[src/design/tlt_pkg.sv]
// Shared types, token kind codes and character constants for the tape language tokenizer.
package tlt_pkg;

    // Default width of the position and line counters.
    localparam int COUNT_BITS_DEF = 16;

    // Number of per-character entries held in the result queue.
    localparam int RES_DEPTH = 4;

    // Token kinds.
    localparam logic [3:0] KIND_END        = 4'd0;
    localparam logic [3:0] KIND_ERR        = 4'd1;
    localparam logic [3:0] KIND_IDENT      = 4'd2;
    localparam logic [3:0] KIND_IMM        = 4'd3;
    localparam logic [3:0] KIND_VAR        = 4'd4;
    localparam logic [3:0] KIND_PUNCT_BASE = 4'd5;
    localparam logic [3:0] KIND_MAX        = 4'd14;

    // Characters with a special meaning.
    localparam logic [7:0] CH_NUL    = 8'h00;
    localparam logic [7:0] CH_TAB    = 8'h09;
    localparam logic [7:0] CH_LF     = 8'h0A;
    localparam logic [7:0] CH_SPACE  = 8'h20;
    localparam logic [7:0] CH_DOLLAR = 8'h24;
    localparam logic [7:0] CH_QUOTE  = 8'h27;
    localparam logic [7:0] CH_STAR   = 8'h2A;
    localparam logic [7:0] CH_SLASH  = 8'h2F;
    localparam logic [7:0] CH_X      = 8'h78;
    localparam logic [7:0] CH_VIS_LO = 8'h20;
    localparam logic [7:0] CH_VIS_HI = 8'h7E;

    // Punctuators in kind order: = > < { } ( ) [ ] ,
    localparam int PUNCT_COUNT = 10;
    localparam logic [7:0] PUNCT_CHARS [PUNCT_COUNT] = '{
        8'h3D, 8'h3E, 8'h3C, 8'h7B, 8'h7D, 8'h28, 8'h29, 8'h5B, 8'h5D, 8'h2C
    };

    typedef struct packed {
        logic       start_new;
        logic [7:0] char_code;
    } in_item_t;

    typedef struct packed {
        logic [3:0]  token_kind;
        logic [15:0] token_start;
        logic [15:0] token_length;
        logic [15:0] token_line;
        logic        run_last;
    } out_item_t;

    // Everything one character produces: zero, one or two tokens.
    typedef struct packed {
        logic [1:0] count;
        out_item_t  first;
        out_item_t  second;
    } tok_pair_t;

endpackage

[src/design/tlt_lexer.sv]
// Lexer state registers and the per-character mode transition and token logic.
module tlt_lexer #(
    parameter int COUNT_BITS = tlt_pkg::COUNT_BITS_DEF
) (
    input  logic               aclk,
    input  logic               aresetn,
    input  logic               step,
    input  tlt_pkg::in_item_t  item,
    output tlt_pkg::tok_pair_t pair
);

    localparam logic [COUNT_BITS-1:0] CNT_MAX = '1;
    localparam int EXT_BITS = (COUNT_BITS > 16) ? COUNT_BITS : 16;

    typedef enum logic [3:0] {
        M_IDLE, M_SLASH, M_LINEC, M_BLOCK, M_BSTAR, M_DOLLAR, M_CHVAR,
        M_IDENT, M_QUOTE, M_QX, M_QXH, M_QXHH, M_QVIS
    } mode_t;

    mode_t                 mode_reg, mode_next, mode_e;
    logic [COUNT_BITS-1:0] pos_reg, pos_next, pos_e;
    logic [COUNT_BITS-1:0] line_reg, line_next, line_e;
    logic [COUNT_BITS-1:0] pstart_reg, pstart_next, pstart_e;
    logic [COUNT_BITS-1:0] pline_reg, pline_next, pline_e;
    logic                  fin_reg, fin_next, fin_e;

    logic [7:0]            c;
    logic                  is_letter, is_alnum, is_hex, is_ws;
    logic                  punct_hit;
    logic [3:0]            punct_kind;
    logic                  do_idle, fail;
    logic                  a_vld, b_vld;
    logic [3:0]            a_kind, b_kind;
    logic [COUNT_BITS-1:0] a_len;
    logic                  b_len;
    tlt_pkg::out_item_t    tok_a, tok_b;

    function automatic logic [15:0] sat16(input logic [COUNT_BITS-1:0] v);
        logic [EXT_BITS-1:0] w;
        w = EXT_BITS'(v);
        return (w > EXT_BITS'(16'hFFFF)) ? 16'hFFFF : w[15:0];
    endfunction

    always_comb begin
        // A new start clears everything before the character is looked at.
        mode_e   = mode_reg;
        pos_e    = pos_reg;
        line_e   = line_reg;
        pstart_e = pstart_reg;
        pline_e  = pline_reg;
        fin_e    = fin_reg;
        if (item.start_new) begin
            mode_e   = M_IDLE;
            pos_e    = '0;
            line_e   = COUNT_BITS'(1);
            pstart_e = '0;
            pline_e  = COUNT_BITS'(1);
            fin_e    = 1'b0;
        end

        c         = item.char_code;
        is_letter = (c >= 8'h61 && c <= 8'h7A) || (c >= 8'h41 && c <= 8'h5A) || (c == 8'h5F);
        is_alnum  = is_letter || (c >= 8'h30 && c <= 8'h39);
        is_hex    = (c >= 8'h61 && c <= 8'h66) || (c >= 8'h41 && c <= 8'h46)
                    || (c >= 8'h30 && c <= 8'h39);
        is_ws     = (c == tlt_pkg::CH_SPACE) || (c == tlt_pkg::CH_TAB) || (c == tlt_pkg::CH_LF);

        punct_hit  = 1'b0;
        punct_kind = tlt_pkg::KIND_PUNCT_BASE;
        for (int i = 0; i < tlt_pkg::PUNCT_COUNT; i++) begin
            if (c == tlt_pkg::PUNCT_CHARS[i]) begin
                punct_hit  = 1'b1;
                punct_kind = tlt_pkg::KIND_PUNCT_BASE + 4'(i);
            end
        end

        mode_next   = mode_e;
        pstart_next = pstart_e;
        pline_next  = pline_e;
        fin_next    = fin_e;
        do_idle     = 1'b0;
        fail        = 1'b0;
        a_vld       = 1'b0;
        a_kind      = tlt_pkg::KIND_ERR;
        a_len       = '0;
        b_vld       = 1'b0;
        b_kind      = tlt_pkg::KIND_ERR;
        b_len       = 1'b0;

        // Token A is the pending token, token B one that starts at this character.
        if (!fin_e) begin
            case (mode_e)
                M_SLASH: begin
                    if (c == tlt_pkg::CH_SLASH) begin
                        mode_next = M_LINEC;
                    end else if (c == tlt_pkg::CH_STAR) begin
                        mode_next = M_BLOCK;
                    end else begin
                        fin_next  = 1'b1;
                        mode_next = M_IDLE;
                        a_vld     = 1'b1;
                        a_kind    = tlt_pkg::KIND_ERR;
                    end
                end
                M_LINEC: begin
                    if (c == tlt_pkg::CH_LF) begin
                        mode_next = M_IDLE;
                    end else if (c == tlt_pkg::CH_NUL) begin
                        do_idle = 1'b1;
                    end
                end
                M_BLOCK, M_BSTAR: begin
                    if (c == tlt_pkg::CH_NUL) begin
                        do_idle = 1'b1;
                    end else if (c == tlt_pkg::CH_STAR) begin
                        mode_next = M_BSTAR;
                    end else if (c == tlt_pkg::CH_SLASH && mode_e == M_BSTAR) begin
                        mode_next = M_IDLE;
                    end else begin
                        mode_next = M_BLOCK;
                    end
                end
                M_DOLLAR: begin
                    if (c == tlt_pkg::CH_DOLLAR) begin
                        mode_next = M_IDLE;
                        a_vld     = 1'b1;
                        a_kind    = tlt_pkg::KIND_VAR;
                        a_len     = COUNT_BITS'(2);
                    end else if (is_letter) begin
                        mode_next = M_CHVAR;
                    end else begin
                        fail = 1'b1;
                    end
                end
                M_CHVAR, M_IDENT: begin
                    if (!is_alnum) begin
                        a_vld   = 1'b1;
                        a_kind  = (mode_e == M_CHVAR) ? tlt_pkg::KIND_VAR : tlt_pkg::KIND_IDENT;
                        a_len   = pos_e - pstart_e;
                        do_idle = 1'b1;
                    end
                end
                M_QUOTE: begin
                    if (c == tlt_pkg::CH_QUOTE) begin
                        fail = 1'b1;
                    end else if (c == tlt_pkg::CH_X) begin
                        mode_next = M_QX;
                    end else if (c >= tlt_pkg::CH_VIS_LO && c <= tlt_pkg::CH_VIS_HI) begin
                        mode_next = M_QVIS;
                    end else begin
                        fail = 1'b1;
                    end
                end
                M_QX: begin
                    if (c == tlt_pkg::CH_QUOTE) begin
                        mode_next = M_IDLE;
                        a_vld     = 1'b1;
                        a_kind    = tlt_pkg::KIND_IMM;
                        a_len     = COUNT_BITS'(3);
                    end else if (is_hex) begin
                        mode_next = M_QXH;
                    end else begin
                        fail = 1'b1;
                    end
                end
                M_QXH: begin
                    if (is_hex) begin
                        mode_next = M_QXHH;
                    end else begin
                        fail = 1'b1;
                    end
                end
                M_QXHH, M_QVIS: begin
                    if (c == tlt_pkg::CH_QUOTE) begin
                        mode_next = M_IDLE;
                        a_vld     = 1'b1;
                        a_kind    = tlt_pkg::KIND_IMM;
                        a_len     = (mode_e == M_QXHH) ? COUNT_BITS'(5) : COUNT_BITS'(3);
                    end else begin
                        fail = 1'b1;
                    end
                end
                default: begin
                    do_idle = 1'b1;
                end
            endcase
        end

        // Between tokens: this character may start a token or stand alone.
        if (do_idle) begin
            mode_next = M_IDLE;
            if (is_ws) begin
                mode_next = M_IDLE;
            end else if (c == tlt_pkg::CH_NUL) begin
                fin_next = 1'b1;
                b_vld    = 1'b1;
                b_kind   = tlt_pkg::KIND_END;
            end else if (punct_hit) begin
                b_vld  = 1'b1;
                b_kind = punct_kind;
                b_len  = 1'b1;
            end else if (c == tlt_pkg::CH_SLASH || c == tlt_pkg::CH_DOLLAR
                         || c == tlt_pkg::CH_QUOTE || is_alnum) begin
                pstart_next = pos_e;
                pline_next  = line_e;
                if (c == tlt_pkg::CH_SLASH) begin
                    mode_next = M_SLASH;
                end else if (c == tlt_pkg::CH_DOLLAR) begin
                    mode_next = M_DOLLAR;
                end else if (c == tlt_pkg::CH_QUOTE) begin
                    mode_next = M_QUOTE;
                end else begin
                    mode_next = M_IDENT;
                end
            end else begin
                fail = 1'b1;
            end
        end

        if (fail) begin
            fin_next  = 1'b1;
            mode_next = M_IDLE;
            b_vld     = 1'b1;
            b_kind    = tlt_pkg::KIND_ERR;
            b_len     = 1'b0;
        end

        pos_next  = (pos_e < CNT_MAX) ? pos_e + COUNT_BITS'(1) : pos_e;
        line_next = (c == tlt_pkg::CH_LF && line_e < CNT_MAX) ? line_e + COUNT_BITS'(1) : line_e;

        tok_a.token_kind   = a_kind;
        tok_a.token_start  = sat16(pstart_e);
        tok_a.token_length = sat16(a_len);
        tok_a.token_line   = sat16(pline_e);
        tok_a.run_last     = !b_vld;

        tok_b.token_kind   = b_kind;
        tok_b.token_start  = sat16(pos_e);
        tok_b.token_length = {15'd0, b_len};
        tok_b.token_line   = sat16(line_e);
        tok_b.run_last     = 1'b1;

        pair.count  = 2'(a_vld) + 2'(b_vld);
        pair.first  = a_vld ? tok_a : tok_b;
        pair.second = tok_b;
    end

    always_ff @(posedge aclk) begin
        if (!aresetn) begin
            mode_reg   <= M_IDLE;
            pos_reg    <= '0;
            line_reg   <= COUNT_BITS'(1);
            pstart_reg <= '0;
            pline_reg  <= COUNT_BITS'(1);
            fin_reg    <= 1'b0;
        end else if (step) begin
            mode_reg   <= mode_next;
            pos_reg    <= pos_next;
            line_reg   <= line_next;
            pstart_reg <= pstart_next;
            pline_reg  <= pline_next;
            fin_reg    <= fin_next;
        end
    end

endmodule

[src/design/tlt_result_fifo.sv]
// Result queue: one entry per character that produced tokens, drained one token per cycle while m_ready is set.
module tlt_result_fifo (
    input  logic                aclk,
    input  logic                aresetn,
    input  logic                push,
    input  tlt_pkg::tok_pair_t  push_pair,
    output logic                has_room,
    output logic                m_valid,
    input  logic                m_ready,
    output tlt_pkg::out_item_t  m_data
);

    localparam int DEPTH    = tlt_pkg::RES_DEPTH;
    localparam int PTR_BITS = (DEPTH > 1) ? $clog2(DEPTH) : 1;
    localparam int CNT_BITS = $clog2(DEPTH + 1);

    tlt_pkg::tok_pair_t  entry_reg [DEPTH];
    tlt_pkg::tok_pair_t  head;
    logic [PTR_BITS-1:0] wr_ptr_reg, wr_ptr_next;
    logic [PTR_BITS-1:0] rd_ptr_reg, rd_ptr_next;
    logic [CNT_BITS-1:0] cnt_reg, cnt_next;
    logic                phase_reg, phase_next;
    logic                pop, head_last;

    always_comb begin
        head      = entry_reg[rd_ptr_reg];
        has_room  = (cnt_reg != CNT_BITS'(DEPTH));
        m_valid   = (cnt_reg != '0);
        m_data    = phase_reg ? head.second : head.first;
        head_last = phase_reg || (head.count != 2'd2);
        pop       = m_valid && m_ready && head_last;

        phase_next = phase_reg;
        if (m_valid && m_ready) begin
            phase_next = !head_last;
        end

        wr_ptr_next = wr_ptr_reg;
        if (push) begin
            wr_ptr_next = (wr_ptr_reg == PTR_BITS'(DEPTH - 1)) ? '0 : wr_ptr_reg + PTR_BITS'(1);
        end
        rd_ptr_next = rd_ptr_reg;
        if (pop) begin
            rd_ptr_next = (rd_ptr_reg == PTR_BITS'(DEPTH - 1)) ? '0 : rd_ptr_reg + PTR_BITS'(1);
        end

        cnt_next = cnt_reg;
        if (push && !pop) begin
            cnt_next = cnt_reg + CNT_BITS'(1);
        end else if (pop && !push) begin
            cnt_next = cnt_reg - CNT_BITS'(1);
        end
    end

    always_ff @(posedge aclk) begin
        if (push) begin
            entry_reg[wr_ptr_reg] <= push_pair;
        end
    end

    always_ff @(posedge aclk) begin
        if (!aresetn) begin
            wr_ptr_reg <= '0;
            rd_ptr_reg <= '0;
            cnt_reg    <= '0;
            phase_reg  <= 1'b0;
        end else begin
            wr_ptr_reg <= wr_ptr_next;
            rd_ptr_reg <= rd_ptr_next;
            cnt_reg    <= cnt_next;
            phase_reg  <= phase_next;
        end
    end

endmodule

[src/design/tape_language_tokenizer_core.sv]
// Top level of the tape language tokenizer: input register, lexer step and result queue.
//
// The core takes one source character per item and accepts a new item in every cycle
// while the result queue has room. A character is held in the input register, where
// the lexer applies its mode transition and forms the tokens it closes; these go into a
// four-entry result queue, from which the first token of a character can be taken once
// it is written there. Most characters close at most one token, so while the receiver is
// ready the sustained rate is one item per cycle. A character that ends an identifier or
// character variable and is itself a punctuator, an error or the end of input yields two
// tokens; the result channel moves one token per cycle while the receiver is ready, so
// such a character holds its queue entry until both tokens are taken and the input side
// stalls once the queue is full. After an end or error token nothing more is produced
// until an item arrives with start_new set; positions and line numbers keep advancing
// meanwhile, counting up to the limit of COUNT_BITS and reported saturated at 65535.
module tape_language_tokenizer_core #(
    parameter int COUNT_BITS = tlt_pkg::COUNT_BITS_DEF
) (
    input  logic               aclk,
    input  logic               aresetn,
    input  logic               s_valid,
    output logic               s_ready,
    input  tlt_pkg::in_item_t  s_data,
    output logic               m_valid,
    input  logic               m_ready,
    output tlt_pkg::out_item_t m_data
);

    logic               in_valid_reg, in_valid_next;
    tlt_pkg::in_item_t  in_item_reg;
    logic               fifo_room;
    logic               step;
    logic               push;
    tlt_pkg::tok_pair_t pair;

    // The held character is processed as soon as the queue has an entry free.
    assign step    = in_valid_reg && fifo_room;
    assign push    = step && (pair.count != 2'd0);
    assign s_ready = !in_valid_reg || fifo_room;

    always_comb begin
        in_valid_next = in_valid_reg;
        if (s_valid && s_ready) begin
            in_valid_next = 1'b1;
        end else if (step) begin
            in_valid_next = 1'b0;
        end
    end

    always_ff @(posedge aclk) begin
        if (!aresetn) begin
            in_valid_reg <= 1'b0;
        end else begin
            in_valid_reg <= in_valid_next;
        end
    end

    // The item register itself needs no reset; its valid bit qualifies it.
    always_ff @(posedge aclk) begin
        if (s_valid && s_ready) begin
            in_item_reg <= s_data;
        end
    end

    tlt_lexer #(
        .COUNT_BITS(COUNT_BITS)
    ) u_lexer (
        .aclk    (aclk),
        .aresetn (aresetn),
        .step    (step),
        .item    (in_item_reg),
        .pair    (pair)
    );

    tlt_result_fifo u_result_fifo (
        .aclk      (aclk),
        .aresetn   (aresetn),
        .push      (push),
        .push_pair (pair),
        .has_room  (fifo_room),
        .m_valid   (m_valid),
        .m_ready   (m_ready),
        .m_data    (m_data)
    );

    // Every token kind the core produces lies within the defined range.
    a_kind_range: assert property (@(posedge aclk) disable iff (!aresetn)
        m_valid |-> (m_data.token_kind <= tlt_pkg::KIND_MAX))
        else $error("token kind out of range");

    // End and error tokens carry no characters.
    a_marker_len: assert property (@(posedge aclk) disable iff (!aresetn)
        (m_valid && (m_data.token_kind == tlt_pkg::KIND_END
                     || m_data.token_kind == tlt_pkg::KIND_ERR))
        |-> (m_data.token_length == 16'd0))
        else $error("end or error token with nonzero length");

    // Line numbers count from one.
    a_line_nonzero: assert property (@(posedge aclk) disable iff (!aresetn)
        m_valid |-> (m_data.token_line != 16'd0))
        else $error("token line of zero");

    // A token that is not the last of its character is always followed by its partner.
    a_partner_follows: assert property (@(posedge aclk) disable iff (!aresetn)
        (m_valid && !m_data.run_last) |=> m_valid)
        else $error("second token of a character went missing");

endmodule
[config.mk]
export PLATFORM = sky130hd
export DESIGN_NAME = tape_language_tokenizer_core
export DESIGN_NICKNAME = d
export VERILOG_FILES = /design/src/design/tlt_pkg.sv /design/src/design/tlt_lexer.sv /design/src/design/tlt_result_fifo.sv /design/src/design/tape_language_tokenizer_core.sv
export SDC_FILE = /design/constraint.sdc
export NUM_CORES = 1
export LEC_CHECK = 0
export ABC_AREA = 0
export BUFFER_PORTS_ARGS = -buffer_cell sky130_fd_sc_hd__clkbuf_2
export CAP_MARGIN = 15
export CORE_ASPECT_RATIO = 1.25
export CORE_MARGIN = 8
export CORE_UTILIZATION = 45
export DETAILED_ROUTE_END_ITERATION = 10
export MAX_ROUTING_LAYER = met4
export SETUP_SLACK_MARGIN = 0.2
export SLEW_MARGIN = 40
export SYNTH_ARGS = -nofsm -noshare
export SYNTH_HDL_FRONTEND = slang
export SYNTH_SLANG_ARGS = --single-unit
[constraint.sdc]
create_clock -name aclk -period 13.2 [get_ports aclk]
set_clock_uncertainty 0.05 [all_clocks]
set_input_delay 2.64 -clock aclk [delete_from_list [all_inputs] [get_ports aclk]]
set_output_delay 2.64 -clock aclk [all_outputs]
set_load 0.02 [all_outputs]
# Yosys cells after proc, flatten, opt, wreduce, memory -nomap -nowiden
# Memory sizes are Yosys's and may differ from the RTL's. A register that Yosys moved wholly into a read port is not among the register bits.
# Index checks and enable logic that the tools add are counted.
totals:
  ram_bits: 368
  elab_cells: 255
  inputBits: 13
  n_memories: 1
  out_inout_bits: 55
  regBits: 87
classes:
  n_mux: 139
  addsub: 8
  order_cmp: 17
  n_eq_ne: 35
  n_reduce_logical: 42
memory_table:
  columns: ["memory", "words", "word_bits", "rd", "rd_ports_with_merged_regs", "wr", "line_no", "source"]
  rows:
  - ["u_result_fifo.entry_reg", 4, 92, 1, 1, 1, "tlt_result_fifo.sv:17", "tlt_pkg::tok_pair_t entry_reg [DEPTH];"]
ops:
  columns: ["cell", "n"]
  rows:
  - ["$mux W16", 24]
  - ["$mux W4", 38]
  - ["$mux W53", 2]
  - ["$eq A8 B6 Y1 const B", 11]
  - ["$gt A16 B16 Y1 const B", 5]
  - ["$pmux W16 S4", 1]
  - ["$mux W1", 53]
  - ["$eq A8 B7 Y1 const B", 6]
  - ["$le A8 B7 Y1 const B", 5]
  - ["$add A16 B1 Y16 const B", 2]
  - ["$lt A16 B16 Y1 const B", 2]
  - ["$pmux W4 S8", 1]
  - ["$mux W2", 11]
  - ["$eq A4 B4 Y1 const B", 5]
  - ["$eq A4 B3 Y1 const B", 4]
  - ["$eq A8 B4 Y1 const B", 2]
  - ["$ge A8 B6 Y1 const B", 2]
  - ["$ge A8 B7 Y1 const B", 2]
  - ["$sub A16 B16 Y16", 1]
  - ["$logic_and A1 B1 Y1", 15]
  - ["$mux W3", 5]
  - ["$logic_or A1 B1 Y1", 12]
  - ["$pmux W4 S3", 1]
  - ["$eq A4 B2 Y1 const B", 2]
  - ["other kinds (18)", 29]

# Depth between registers and ports, before layout
depth:
  word_depth: 23
  ltp_mapped: 17
  depth_no_buf: 15

# By module
# From an unflattened synthesis, not the netlist that was laid out.
unflattened:
  cells_unflattened: 1594
  hier_area_um2: 23532.6
by_module_without_submodules:
  columns: ["mod", "area_each_um2", "cells_each", "instances"]
  rows:
  - ["tlt_result_fifo", 16762.3, 688, 1]
  - ["tlt_lexer", 6432.4, 890, 1]
  - ["tape_language_tokenizer_core", 337.8, 16, 1]

# Least setup slack after synthesis
# No wires, ideal clock.
synth_timing:
  path_type: "register to register"
  from: "register in_item_reg[4] (netlist name)"
  to: "memory u_result_fifo.entry_reg[0][0] (netlist name) (enable)"
  t_arrival_ns: 4.921
  period_less_slack_ns: 5.432
  stages_incl_launch_ff: 12
  setup_slack_ns: 7.768
  cell_sequence: "edfxtp_1 clkbuf_1 or4_1 nor2_1 o21ai_0 o211ai_1 nand2_1 o41ai_4 nor3_1 ha_1 nor2_1 and2_1"
synth_via:
  elab_chain_len: 21
  word_cells_on_any_way: 92
  classes_between: "add/sub (1); order compare (10); eq/ne (19); mux (43); reduce/logical (19)"
synth_lines:
  columns: ["element", "line_no", "source"]
  rows:
  - ["start: declaration", "tape_language_tokenizer_core.sv:29", "tlt_pkg::in_item_t in_item_reg;"]
  - ["start signal: assignment", "tape_language_tokenizer_core.sv:60", "in_item_reg <= s_data;"]
  - ["parallel branches: the longest is 16 deep, another holds $ge A8 B7 Y1", null, null]
  - ["$add A1 B1 Y2 (*)", "tlt_lexer.sv:243", "pair.count = 2'(a_vld) + 2'(b_vld);"]
  - ["$reduce_bool A2 Y1 (*)", "tape_language_tokenizer_core.sv:37", "assign push = step && (pair.count != 2'd0);"]
  - ["$logic_and A1 B1 Y1 (*)", "tape_language_tokenizer_core.sv:37", null]
  - ["net push", "tape_language_tokenizer_core.sv:32", "logic push;"]
  - ["$mux W1 (*)", "tlt_result_fifo.sv:56", "if (push) begin"]
  - ["$mux W1 (not written as such) (*)", "tlt_result_fifo.sv:57", "entry_reg[wr_ptr_reg] <= push_pair;"]
  - ["end: declaration", "tlt_result_fifo.sv:17", null]
# Mark *: on every way through the listed nets, which the timed path passes.

==> flow_metrics.tcl <==
set metrics [dict create \
    synth_top_area_cell "edfxtp_1" \
    path_clk_slew_ns 0.06 \
    numClockSinks 457 \
    fp-row-count 88 \
    area_delta_synth_final_pct 12.6 \
    ys_seq_area_share_pct 62.3 \
    yosysWarningCount 0 \
    cp-end-kind "output pin" \
    hold_class "flip-flop to flip-flop" \
    routed_wl_um 46900 \
    syn_inst 1488 \
    die_w_um 208 \
    syn-cell-area_um2 20700 \
    holdPathStages 2 \
    syn_area_per_cell_um2 13.9 \
    cts.path.max_buffers 3 \
    finalCritPeriodShare_pct 44.6 \
    numPortBuffers 67 \
    synth_edf_count 377 \
    ios 68 \
    post_cts_buffers 0 \
    worst-setup-path-type "flip-flop to output pin" \
    numCtsBuffers 45 \
    min_period_ns 5.89 \
    max_slew.worst_pin.slew_ns 0.836 \
    drive_gt1_share_pct 21.0 \
    antenna_found_initial 0 \
    synthTopCellsByCount "edfxtp_1, nor2_1, mux4_2, nand3_1" \
    grt_pass1_wl_um 73300 \
    wl_per_cell_um 21.8 \
    synthesis.nets 1529 \
    via_count 12570 \
    synthArstFlopShare_pct 0 \
    place_area_um2 21800 \
    largest_reg_flops 368 \
    start_util_pct 45.3 \
    relSlewSlack_pct 44.3 \
    setup_viol 0 \
    dr.pass1.iters 6 \
    grt_pass1_vias 12489 \
    fin_util_pct 51.0 \
    fin_area_um2 23400 \
    crit_arrival_ns 3.20 \
    fin_ws_ns 7.31 \
    synth_top_area_share_pct 54.6 \
    h-tree-depth 2 \
    clock_latency_ns 0.57 \
    finalPower_mw 3.67 \
    reg2reg_depth 11 \
    die_y_um 256 \
    crit_fanout 53 \
    nNetsFinal 1571 \
    timing.final.max_slew_violations 0 \
    ir_worst_vdd_mv 0.0926 \
    preCtsSetupSlack_ns 7.77 \
    post_cts_resized 0 \
    diodes 0 \
    ctsHoldBuffers 0 \
    synth_top_flop_cell "edfxtp_1" \
    cap_violations 0 \
    drc 0 \
    cts_tree "yes" \
    dp_hpwl_um 28400 \
    rsz0062_at_grt "no" \
    die-area_um2 53300 \
    yosysUniqueCellTypes 75 \
    root_buffer "clkbuf_16" \
    powerDensity_nw_per_um2 157 \
    yosysMostFrequentCell "edfxtp_1" \
    p_leak_nw 7.50 \
    cp-start-kind "flip-flop" \
    status "finished clean" \
    synth_area_leaders "edfxtp_1, mux4_2, dfxtp_1" \
    max_freq_ghz 0.170 \
    synth-seq-cells 457 \
    cp.required_ns 10.51 \
    grt_max_degree 81 \
    track_usage_pct 17.8 \
    drtIter0Drc 842 \
    final.setup.tns_ns 0 \
    finalHoldViolCount 0 \
    post_drt_via_cell_ratio 5.84 \
    antenna_left 0 \
    gr-total-overflow 0 \
    gp_congestion 0.869 \
    core_um2 45800 \
]
## stage by stage
step	cells	hold slack, ns
floorplan	1488	0.405
global placement	2062	0.416
detailed placement	2066	0.429
CTS	2150	0.443
global route	2152	0.467
finish	2152	0.442
## per-layer routing
layer,vias to the layer above,GRT usage (%),share of wire (%)
li1,5828,-,-
met1,6364,24.1,46
met2,322,28.2,48
met3,56,2.49,4.7
met4,0,4.24,1.8
met5,-,-,0
## worst max-delay path: stages (launching register included)
cell and delay [ns]:
dfxtp_4 0.63, buf_12 0.28, buf_6 0.61, mux4_2 0.59
mux2_2 0.30, clkbuf_2 0.16
## power by group
part           leakage [nW]  internal [mW]  switching [mW]  total (mW)
clock                 0.753          0.777           0.545        1.32
combinational          2.77          0.299           0.385       0.684
sequential             3.98           1.61          0.0588        1.67
total                  7.50           2.68           0.989        3.67
## layout make-up
type | count | area [um2]
fill | 3886 | 22400
inverter | 28 | 105
timing repair buffer | 89 | 616
tap | 585 | 732
sequential | 457 | 12900
clock buffer | 60 | 1260
multi-input combinational | 909 | 7430
clock inverter | 24 | 283
## layout by cell type (no fill, tap or decap), types with 26 or more instances in the layout
cell type and n:
inv_1 28, nand2_1 79, o21ai_0 49, nand3_1 83, nor2_1 108, nor3_1 30
mux4_2 90, dfxtp_1 77, mux2_2 41, edfxtp_1 377, clkbuf_2 67, clkbuf_16 45
nor2b_1 44, a21oi_1 37, and3_1 27, ha_1 26
## path summary, 6_finish.rpt
check	startpoint	endpoint	slack, ns
worst max-delay path	flip-flop	m_data[50]	7.31
worst min-delay path	u_result_fifo.rd_ptr_reg[0]	flip-flop	0.44
worst max register to register	in_item_reg[1]	u_result_fifo.entry_reg[0][53]	8.02
worst min register to register	u_result_fifo.rd_ptr_reg[0]	flip-flop	0.44
## cells by family (layout without fill, tap and decap cells)
group                    after synthesis  in the layout  synth area share, %
flip-flops                           457            457                 62.3
adder cells (fa/ha/maj)               28             28                 1.76
AND/OR/NAND/NOR                      495            495                 12.5
buffers and inverters                122            201                 2.32
AO/OA/AOI/OAI                        197            197                 6.57
XOR/XNOR                              38             38                 1.60
multiplexers                         151            151                 13.0
Note: power is estimated with default switching activity, not from simulation.
